<file path="src/sv/spm_pkg.sv">
// ----------------------------------------------------------------------------
// spm_pkg: shared definitions for the spectrum peak merge block
// Sizes of the peak table, the transfer payload structs, operation codes,
// register indexes and controller states.
// ----------------------------------------------------------------------------
`default_nettype none

package spm_pkg;

    // Table geometry.
    localparam int MAX_PEAKS  = 64;
    localparam int MZ_BITS    = 32;
    localparam int IDX_W      = (MAX_PEAKS > 1) ? $clog2(MAX_PEAKS) : 1;
    localparam int CNT_W      = $clog2(MAX_PEAKS + 1);

    // Field widths of the transfers.
    localparam int FIELD_MZ_W  = 32;
    localparam int INT_W       = 32;
    localparam int RES_IDX_W   = 6;
    localparam int TOL_W       = 20;

    // Stored m/z keeps the low MZ_BITS bits of the 32-bit input field.
    localparam int STORE_MZ_W = (MZ_BITS < FIELD_MZ_W) ? MZ_BITS : FIELD_MZ_W;
    localparam int MEM_W      = STORE_MZ_W + INT_W;
    localparam int CMP_W      = (STORE_MZ_W > TOL_W) ? STORE_MZ_W : TOL_W;

    // Configuration port.
    localparam int PADDR_W   = 3;
    localparam int PDATA_W   = 32;
    localparam int REG_IDX_W = PADDR_W - 2;
    localparam logic [REG_IDX_W-1:0] REG_MZ_TOLERANCE = 1'b0;
    localparam logic [TOL_W-1:0]     TOL_RESET        = 20'd100;

    typedef enum logic [1:0] {
        OP_CLEAR = 2'd0,
        OP_LOAD  = 2'd1,
        OP_MERGE = 2'd2,
        OP_DUMP  = 2'd3
    } op_t;

    typedef enum logic [1:0] {
        ST_IDLE,
        ST_EXEC,
        ST_SCAN,
        ST_DUMP
    } state_t;

    typedef struct packed {
        op_t                   op;
        logic [FIELD_MZ_W-1:0] peak_mz;
        logic [INT_W-1:0]      peak_intensity;
    } item_t;

    typedef struct packed {
        logic [FIELD_MZ_W-1:0] out_mz;
        logic [INT_W-1:0]      out_intensity;
        logic [RES_IDX_W-1:0]  entry_index;
        logic                  entry_valid;
        logic                  was_appended;
        logic                  was_raised;
        logic                  was_dropped;
        logic                  last;
    } result_t;

endpackage

`default_nettype wire

</file>
<file path="src/sv/spm_ram.sv">
// ----------------------------------------------------------------------------
// spm_ram: generic single-write, single-read synchronous RAM
// One write port and one read port; read data is registered, so it appears
// in the cycle after the address.
// ----------------------------------------------------------------------------
`default_nettype none

module spm_ram #(
    parameter int WIDTH = 64,
    parameter int DEPTH = 64
) (
    input  wire logic                     clk,
    input  wire logic                     we,
    input  wire logic [$clog2(DEPTH)-1:0] waddr,
    input  wire logic [WIDTH-1:0]         wdata,
    input  wire logic [$clog2(DEPTH)-1:0] raddr,
    output      logic [WIDTH-1:0]         rdata
);

    logic [WIDTH-1:0] mem [DEPTH];
    logic [WIDTH-1:0] rdata_reg;

    always_ff @(posedge clk)
    begin
        if (we)
        begin
            mem[waddr] <= wdata;
        end
        rdata_reg <= mem[raddr];
    end

    assign rdata = rdata_reg;

endmodule

`default_nettype wire

</file>
<file path="src/sv/spectrum_peak_merge_keep_max.sv">
// ----------------------------------------------------------------------------
// spectrum_peak_merge_keep_max: peak table with merge that keeps max intensity
// Clear, load, merge and dump operations on a table of m/z and intensity
// pairs held in one synchronous RAM, with a register port for the tolerance.
// ----------------------------------------------------------------------------
//
//   Channel   Handshake             Payload    Moves
//   --------  --------------------  ---------  ------------------------------
//   item      item_valid/item_ready item_t     one operation per transfer
//   result    result_valid/_ready   result_t   one or more results per item
//   config    psel/penable/pwrite   pwdata     mz_tolerance, address 0
//
// An item is taken only while the controller is idle and sits in an input
// register until the next cycle, when it executes. A merge with nothing
// loaded appends at once; else it reads table entries, one RAM read per
// cycle, until the first match (or all entries). A dump gives one result
// per entry, or a single all-zero result when the table is empty.
// Each result is placed in an output register; the controller stalls only
// when that register is still full, and it accepts the next item while the
// last result waits. Reset empties the table at once through the counters;
// the RAM itself needs no clearing because only entries below the count are
// ever read.
// ----------------------------------------------------------------------------
`default_nettype none

module spectrum_peak_merge_keep_max
    import spm_pkg::*;
(
    input  wire logic               clk,
    input  wire logic               rst_n,

    input  wire logic               item_valid,
    output      logic               item_ready,
    input  wire item_t              item,

    output      logic               result_valid,
    input  wire logic               result_ready,
    output      result_t            result,

    input  wire logic               psel,
    input  wire logic               penable,
    input  wire logic               pwrite,
    input  wire logic [PADDR_W-1:0] paddr,
    input  wire logic [PDATA_W-1:0] pwdata,
    output      logic [PDATA_W-1:0] prdata,
    output      logic               pready
);

    // Controller state and counters.
    state_t               state_reg, state_next;
    logic [IDX_W-1:0]     idx_reg, idx_next;
    logic [CNT_W-1:0]     cnt_reg, cnt_next;
    logic [CNT_W-1:0]     loaded_reg, loaded_next;
    logic [TOL_W-1:0]     tol_reg;
    item_t                item_reg;

    // Output register.
    logic                 res_valid_reg, res_valid_next;
    result_t              res_reg, res_next;

    // RAM ports.
    logic                 ram_we;
    logic [IDX_W-1:0]     ram_waddr;
    logic [MEM_W-1:0]     ram_wdata;
    logic [IDX_W-1:0]     ram_raddr;
    logic [MEM_W-1:0]     ram_rdata;

    // Datapath.
    logic                  can_put;
    logic                  put;
    logic                  do_append;
    logic [STORE_MZ_W-1:0] item_mz;
    logic [STORE_MZ_W-1:0] stored_mz;
    logic [INT_W-1:0]      stored_int;
    logic [STORE_MZ_W-1:0] abs_diff;
    logic                  hit;
    logic                  raised;
    logic                  scan_last;
    logic                  table_full;
    logic [REG_IDX_W-1:0]  reg_idx;
    logic                  cfg_write;

    // ------------------------------------------------------------------
    // Configuration port. Writes complete in the access phase; pready is
    // tied high so there are no wait states.
    // ------------------------------------------------------------------
    assign pready    = 1'b1;
    assign reg_idx   = paddr[PADDR_W-1:2];
    assign cfg_write = psel && penable && pwrite && pready;

    always_ff @(posedge clk or negedge rst_n)
    begin
        if (!rst_n)
        begin
            tol_reg <= TOL_RESET;
        end
        else if (cfg_write && (reg_idx == REG_MZ_TOLERANCE))
        begin
            tol_reg <= pwdata[TOL_W-1:0];
        end
    end

    always_comb
    begin
        prdata = '0;
        if (reg_idx == REG_MZ_TOLERANCE)
        begin
            prdata = PDATA_W'(tol_reg);
        end
    end

    // ------------------------------------------------------------------
    // Peak table: each word holds the m/z in the upper part and the
    // intensity in the lower 32 bits.
    // ------------------------------------------------------------------
    spm_ram #(
        .WIDTH (MEM_W),
        .DEPTH (MAX_PEAKS)
    ) u_table (
        .clk   (clk),
        .we    (ram_we),
        .waddr (ram_waddr),
        .wdata (ram_wdata),
        .raddr (ram_raddr),
        .rdata (ram_rdata)
    );

    // ------------------------------------------------------------------
    // Compare of the entry read last cycle against the held peak.
    // ------------------------------------------------------------------
    assign item_mz    = item_reg.peak_mz[STORE_MZ_W-1:0];
    assign stored_mz  = ram_rdata[MEM_W-1:INT_W];
    assign stored_int = ram_rdata[INT_W-1:0];
    assign abs_diff   = (stored_mz > item_mz) ? (stored_mz - item_mz)
                                              : (item_mz - stored_mz);
    assign hit        = CMP_W'(abs_diff) <= CMP_W'(tol_reg);
    assign raised     = item_reg.peak_intensity > stored_int;
    assign scan_last  = (CNT_W'(idx_reg) + CNT_W'(1)) == cnt_reg;
    assign table_full = cnt_reg == CNT_W'(MAX_PEAKS);

    // A result may be placed when the output register is empty or is
    // being drained in this cycle.
    assign can_put    = !res_valid_reg || result_ready;
    assign item_ready = state_reg == ST_IDLE;

    // ------------------------------------------------------------------
    // Controller.
    // ------------------------------------------------------------------
    always_comb
    begin
        state_next  = state_reg;
        idx_next    = idx_reg;
        cnt_next    = cnt_reg;
        loaded_next = loaded_reg;
        res_next    = res_reg;
        put         = 1'b0;
        do_append   = 1'b0;
        ram_we      = 1'b0;
        ram_waddr   = cnt_reg[IDX_W-1:0];
        ram_wdata   = {item_mz, item_reg.peak_intensity};
        // Holding the address keeps the read data steady during a stall.
        ram_raddr   = idx_reg;

        case (state_reg)
            ST_IDLE:
            begin
                if (item_valid)
                begin
                    state_next = ST_EXEC;
                end
            end

            ST_EXEC:
            begin
                ram_raddr = '0;
                idx_next  = '0;
                case (item_reg.op)
                    OP_CLEAR:
                    begin
                        if (can_put)
                        begin
                            put         = 1'b1;
                            res_next    = '0;
                            res_next.last = 1'b1;
                            cnt_next    = '0;
                            loaded_next = '0;
                            state_next  = ST_IDLE;
                        end
                    end
                    OP_LOAD:
                    begin
                        if (can_put)
                        begin
                            do_append  = 1'b1;
                            state_next = ST_IDLE;
                        end
                    end
                    OP_MERGE:
                    begin
                        // With nothing loaded the peak goes straight in.
                        if (loaded_reg == '0)
                        begin
                            if (can_put)
                            begin
                                do_append  = 1'b1;
                                state_next = ST_IDLE;
                            end
                        end
                        else
                        begin
                            state_next = ST_SCAN;
                        end
                    end
                    OP_DUMP:
                    begin
                        if (cnt_reg == '0)
                        begin
                            if (can_put)
                            begin
                                put           = 1'b1;
                                res_next      = '0;
                                res_next.last = 1'b1;
                                state_next    = ST_IDLE;
                            end
                        end
                        else
                        begin
                            state_next = ST_DUMP;
                        end
                    end
                    default:
                    begin
                        state_next = ST_IDLE;
                    end
                endcase
            end

            ST_SCAN:
            begin
                if (hit)
                begin
                    if (can_put)
                    begin
                        put                    = 1'b1;
                        res_next.out_mz        = FIELD_MZ_W'(stored_mz);
                        res_next.out_intensity = raised ? item_reg.peak_intensity
                                                        : stored_int;
                        res_next.entry_index   = RES_IDX_W'(idx_reg);
                        res_next.entry_valid   = 1'b1;
                        res_next.was_appended  = 1'b0;
                        res_next.was_raised    = raised;
                        res_next.was_dropped   = 1'b0;
                        res_next.last          = 1'b1;
                        ram_we                 = raised;
                        ram_waddr              = idx_reg;
                        ram_wdata              = {stored_mz, item_reg.peak_intensity};
                        state_next             = ST_IDLE;
                    end
                end
                else if (!scan_last)
                begin
                    idx_next  = idx_reg + IDX_W'(1);
                    ram_raddr = idx_reg + IDX_W'(1);
                end
                else if (can_put)
                begin
                    do_append  = 1'b1;
                    state_next = ST_IDLE;
                end
            end

            ST_DUMP:
            begin
                if (can_put)
                begin
                    put                    = 1'b1;
                    res_next.out_mz        = FIELD_MZ_W'(stored_mz);
                    res_next.out_intensity = stored_int;
                    res_next.entry_index   = RES_IDX_W'(idx_reg);
                    res_next.entry_valid   = 1'b1;
                    res_next.was_appended  = 1'b0;
                    res_next.was_raised    = 1'b0;
                    res_next.was_dropped   = 1'b0;
                    res_next.last          = scan_last;
                    if (scan_last)
                    begin
                        state_next = ST_IDLE;
                    end
                    else
                    begin
                        idx_next  = idx_reg + IDX_W'(1);
                        ram_raddr = idx_reg + IDX_W'(1);
                    end
                end
            end

            default:
            begin
                state_next = ST_IDLE;
            end
        endcase

        // Append of the held peak at the end of the table, shared by load, by a
        // merge with nothing loaded and by a merge that found no match. A full
        // table drops the peak and echoes it back.
        if (do_append)
        begin
            put                    = 1'b1;
            res_next.out_mz        = FIELD_MZ_W'(item_mz);
            res_next.out_intensity = item_reg.peak_intensity;
            res_next.was_raised    = 1'b0;
            res_next.last          = 1'b1;
            if (table_full)
            begin
                res_next.entry_index  = '0;
                res_next.entry_valid  = 1'b0;
                res_next.was_appended = 1'b0;
                res_next.was_dropped  = 1'b1;
            end
            else
            begin
                ram_we                = 1'b1;
                ram_waddr             = cnt_reg[IDX_W-1:0];
                res_next.entry_index  = RES_IDX_W'(cnt_reg[IDX_W-1:0]);
                res_next.entry_valid  = 1'b1;
                res_next.was_appended = 1'b1;
                res_next.was_dropped  = 1'b0;
                cnt_next              = cnt_reg + CNT_W'(1);
                if (item_reg.op == OP_LOAD)
                begin
                    loaded_next = loaded_reg + CNT_W'(1);
                end
            end
        end

        res_valid_next = put || (res_valid_reg && !result_ready);
    end

    always_ff @(posedge clk or negedge rst_n)
    begin
        if (!rst_n)
        begin
            state_reg     <= ST_IDLE;
            idx_reg       <= '0;
            cnt_reg       <= '0;
            loaded_reg    <= '0;
            res_valid_reg <= 1'b0;
        end
        else
        begin
            state_reg     <= state_next;
            idx_reg       <= idx_next;
            cnt_reg       <= cnt_next;
            loaded_reg    <= loaded_next;
            res_valid_reg <= res_valid_next;
        end
    end

    // Payload registers carry no reset.
    always_ff @(posedge clk)
    begin
        if (item_valid && item_ready)
        begin
            item_reg <= item;
        end
        if (put)
        begin
            res_reg <= res_next;
        end
    end

    assign result_valid = res_valid_reg;
    assign result       = res_reg;

endmodule

`default_nettype wire

</file>
<file path="config.mk">
export PLATFORM = sky130hd
export DESIGN_NAME = spectrum_peak_merge_keep_max
export DESIGN_NICKNAME = d
export VERILOG_FILES = /design/src/sv/spm_pkg.sv /design/src/sv/spm_ram.sv /design/src/sv/spectrum_peak_merge_keep_max.sv
export SDC_FILE = /design/constraint.sdc
export NUM_CORES = 2
export LEC_CHECK = 0
export BUFFER_PORTS_ARGS = -buffer_cell sky130_fd_sc_hd__buf_2
export CAP_MARGIN = 15
export CORE_MARGIN = 10
export CORE_UTILIZATION = 38
export CTS_BUF_LIST = sky130_fd_sc_hd__clkbuf_8
export DETAILED_ROUTE_END_ITERATION = 16
export PLACE_DENSITY = 0.5
export SETUP_SLACK_MARGIN = 0.15
export SYNTH_ARGS = -nofsm -noshare
export SYNTH_HDL_FRONTEND = slang
export SYNTH_SLANG_ARGS = --single-unit
export TNS_END_PERCENT = 1
</file>
<file path="constraint.sdc">
create_clock -name clk -period 12.68 [get_ports clk]
set_clock_uncertainty 0.05 [all_clocks]
set_input_delay 2.536 -clock clk [delete_from_list [all_inputs] [get_ports clk]]
set_output_delay 2.536 -clock clk [all_outputs]
set_load 0.02 [all_outputs]
</file>
==> results.toml <==
[timing]
fin_crit_ns = 11.15
final_hold_viol_count = 0
max_freq_mhz = 89.7
slew_viol_final = 0
relSlewSlack_pct = 16.9
worst_pin_slew_ns = 1.25
rsz0062_at_grt = "false"
fin_setup_tns_ns = 0
setup_viol = 0
fin_crit_sh_pct = 87.9

[floorplan]
io_pins = 218
std_cell_rows = 245
core_region_area_um2 = 445000
initial_core_util_pct = 38.1
die_w_um = 688
dieArea_um2 = 473000
die_h_um = 688

[status]
outcome = "finished clean"

[clocking]
cts_repair_resize_count = 0
clk_latency_ns = 1.27
htree_num_levels = 6
cts_tree = "done"
post_cts_buffers = 0
path_clk_slew_ns = 0.07
cts_buffer_depth = 4
ctsHoldBuffers = 0
cts_sinks = 4344
cts_buffers = 718
cts-root-buf = "clkbuf_8"

[finish]
drive_above_1_share_pct = 26.0
syn2layout_area_growth_pct = 14.1
seq_area_um2 = 130000
largest_reg_flops = 4096
fill_cells = 38700
multi_input_area_um2 = 37900
nNetsFinal = 9237

[setup_path]
startpoint_type = "flop"
cp_max_fo = 39
worst_ep_arrival_time_ns = 11.90
cp_data_required_time_ns = 13.42
cp-end-kind = "flop"
path_class = "reg2reg"
slowest_delay_ns = 0.85
crit_slowest_cell = "buf_4"

[pwr]
p_per_area_nw_per_um2 = 165
p_leak_uw = 0.0603
design_power_total_uw = 31800
ir_drop_uv = 120

[detailed_routing]
vias = 89400
drc = 0
drtIter0Drc = 9984
drtAntennaViolNets = 0
dr.pass1.iters = 5
post_drt_wl_per_cell_um = 33.9
wl_mm = 525
vias_per_cell = 5.76

[grt]
grt_overflow = 0
grt_usage_pct = 21.6
grt_pass1_wl_mm = 726
grt_max_degree = 105
antenna_found_initial = 36
grt_pass1_vias = 91200

[yosys]
async_flop_share_pct = 0.990
synth_top_area_cell = "edfxtp_1"
yosysSeqAreaShare_pct = 76.5
yosys_warnings = 0
synth_cell_types = 80
synthTopCellsByArea = "edfxtp_1 75%, mux4_2 12%, a22oi_1 2.3%"
synthesis.area_um2 = 169000
synth_top_area_share_pct = 75.1
synth_edf_count = 4237
ys.flop_type = "edfxtp_1"
synthCells = 8246
syn_area_per_cell_um2 = 20.5
ys_ff_latch = 4344

[worst_hold_path]
hold_class = "reg2reg"

[placement]
dp_hpwl_mm = 278
gp_congestion = 0.803
io_buffers = 190

[job]
maxCapViolCount = 0
-- power by group --
part	total [uW]	internal, uW	switching [uW]	leakage [uW]
logic	3750	1170	2590	0.0133
registers	16700	16500	180	0.0392
clock network	11400	5670	5710	0.00773
total	31800	23400	8470	0.0603
-- Yosys cell counts, types with 66 or more instances --
library cell  instances
nor2_1              144
or4_1                68
mux4_2              896
mux2_2               86
a22oi_1             516
buf_2               117
ha_1                129
a21oi_1             358
edfxtp_1           4237
o21ai_0             135
o2111ai_1            66
nand3_1             137
mux2i_1             203
inv_1               148
nand2_1             142
clkbuf_1            276
-- kinds of logic (layout without fill, tap and decap cells) --
family / after synthesis / in the layout / synth area share [%]
xor gates and xnor gates: 39 / 39 / 0.202
muxes: 1185 / 1185 / 13.7
DFF: 4344 / 4344 / 76.5
buffers and inverters: 641 / 1964 / 1.70
AOI/OAI and AO/OA: 1264 / 1264 / 5.02
and+or+nand+nor: 640 / 640 / 1.91
adders and majority gates: 131 / 131 / 0.977
other: 2 / 20 / 0.00443
-- worst max-delay path, delay by kind of cell (launching register included) --
| family | cells | cell delay [ns] |
|---|---|---|
| mux | 3 | 0.92 |
| xor+xnor | 1 | 0.31 |
| buf+inv | 4 | 1.73 |
| flops | 1 | 0.44 |
| compound gates | 8 | 1.87 |
| simple gates | 10 | 4.34 |
| fa+ha+maj | 2 | 1.00 |
-- placed cells by master (no fill, tap or decap), types with 16 or more instances in the layout --
master,n
mux2i_1,203
dfxtp_1,64
clkinv_2,43
nand2_1,136
or4_1,68
inv_1,443
edfxtp_1,4237
dfrtp_1,39
a21oi_1,357
xnor2_1,22
nand2b_1,19
buf_2,190
buf_12,110
ha_1,129
clkinv_1,152
clkbuf_8,752
mux4_2,896
mux2_2,86
a21o_1,25
inv_6,16
nand3_1,137
xor2_1,17
a22oi_1,516
nor2_1,86
o21ai_0,103
o21ai_4,32
nor2_4,58
o2111ai_1,66
a22o_1,34
nor3_1,22
nand4_1,27
buf_4,211
-- layout make-up --
cell class              instances  area share [%]
diodes                          7         0.00906
clock buffers                 752            5.35
clock inverters               550            1.40
inverters                     151           0.293
multi-input cells            3272            19.6
flip-flops and latches       4344            67.0
well taps                    5928            3.84
repair buffers                511            2.45
-- layer usage --
metal	vias up	part of all wire, %	global-route usage, %	wire (um)
met1	48700	44	31.4	230000
met4	0	2.6	5.75	13700
li1	36200	-	-	-
met2	3727	47	34.1	245000
met5	-	0	0	0
met3	758	7.1	3.40	37300
-- path summary, 6_finish.rpt --
check / from / to / slack [ns] / depth (start not counted)
hold reg to reg: loaded_reg[6] / loaded_reg[6] / 0.46 / 1
max in group asynchronous: rst_n / state_reg[1] / 10.67 / 2
hold / removal: loaded_reg[6] / loaded_reg[6] / 0.46 / 1
min in group asynchronous: rst_n / tol_reg[15] / 1.41 / 2
setup reg to reg: item_mz[20] / u_table.mem[3][57] / 1.53 / 28
setup / recovery: item_mz[20] / u_table.mem[3][57] / 1.53 / 28
-- per-stage QoR --
| step | std cells | utilization [%] | hold slack, ns | worst slack (ns) | cell area (um2) |
|---|---|---|---|---|---|
| after detailed placement | 14200 | 40.5 | 0.444 | 1.29 | 180000 |
| after global routing | 15500 | 43.5 | 0.467 | 1.11 | 193000 |
| after CTS | 15500 | 43.5 | 0.457 | 1.28 | 193000 |
| after floorplan | 8257 | - | 0.408 | 1.14 | 169000 |
| after global placement | 14200 | 40.5 | 0.439 | 1.38 | 180000 |
| final | 15500 | 43.5 | 0.456 | 1.53 | 193000 |
No activity file was read; power rests on OpenSTA's default activity.
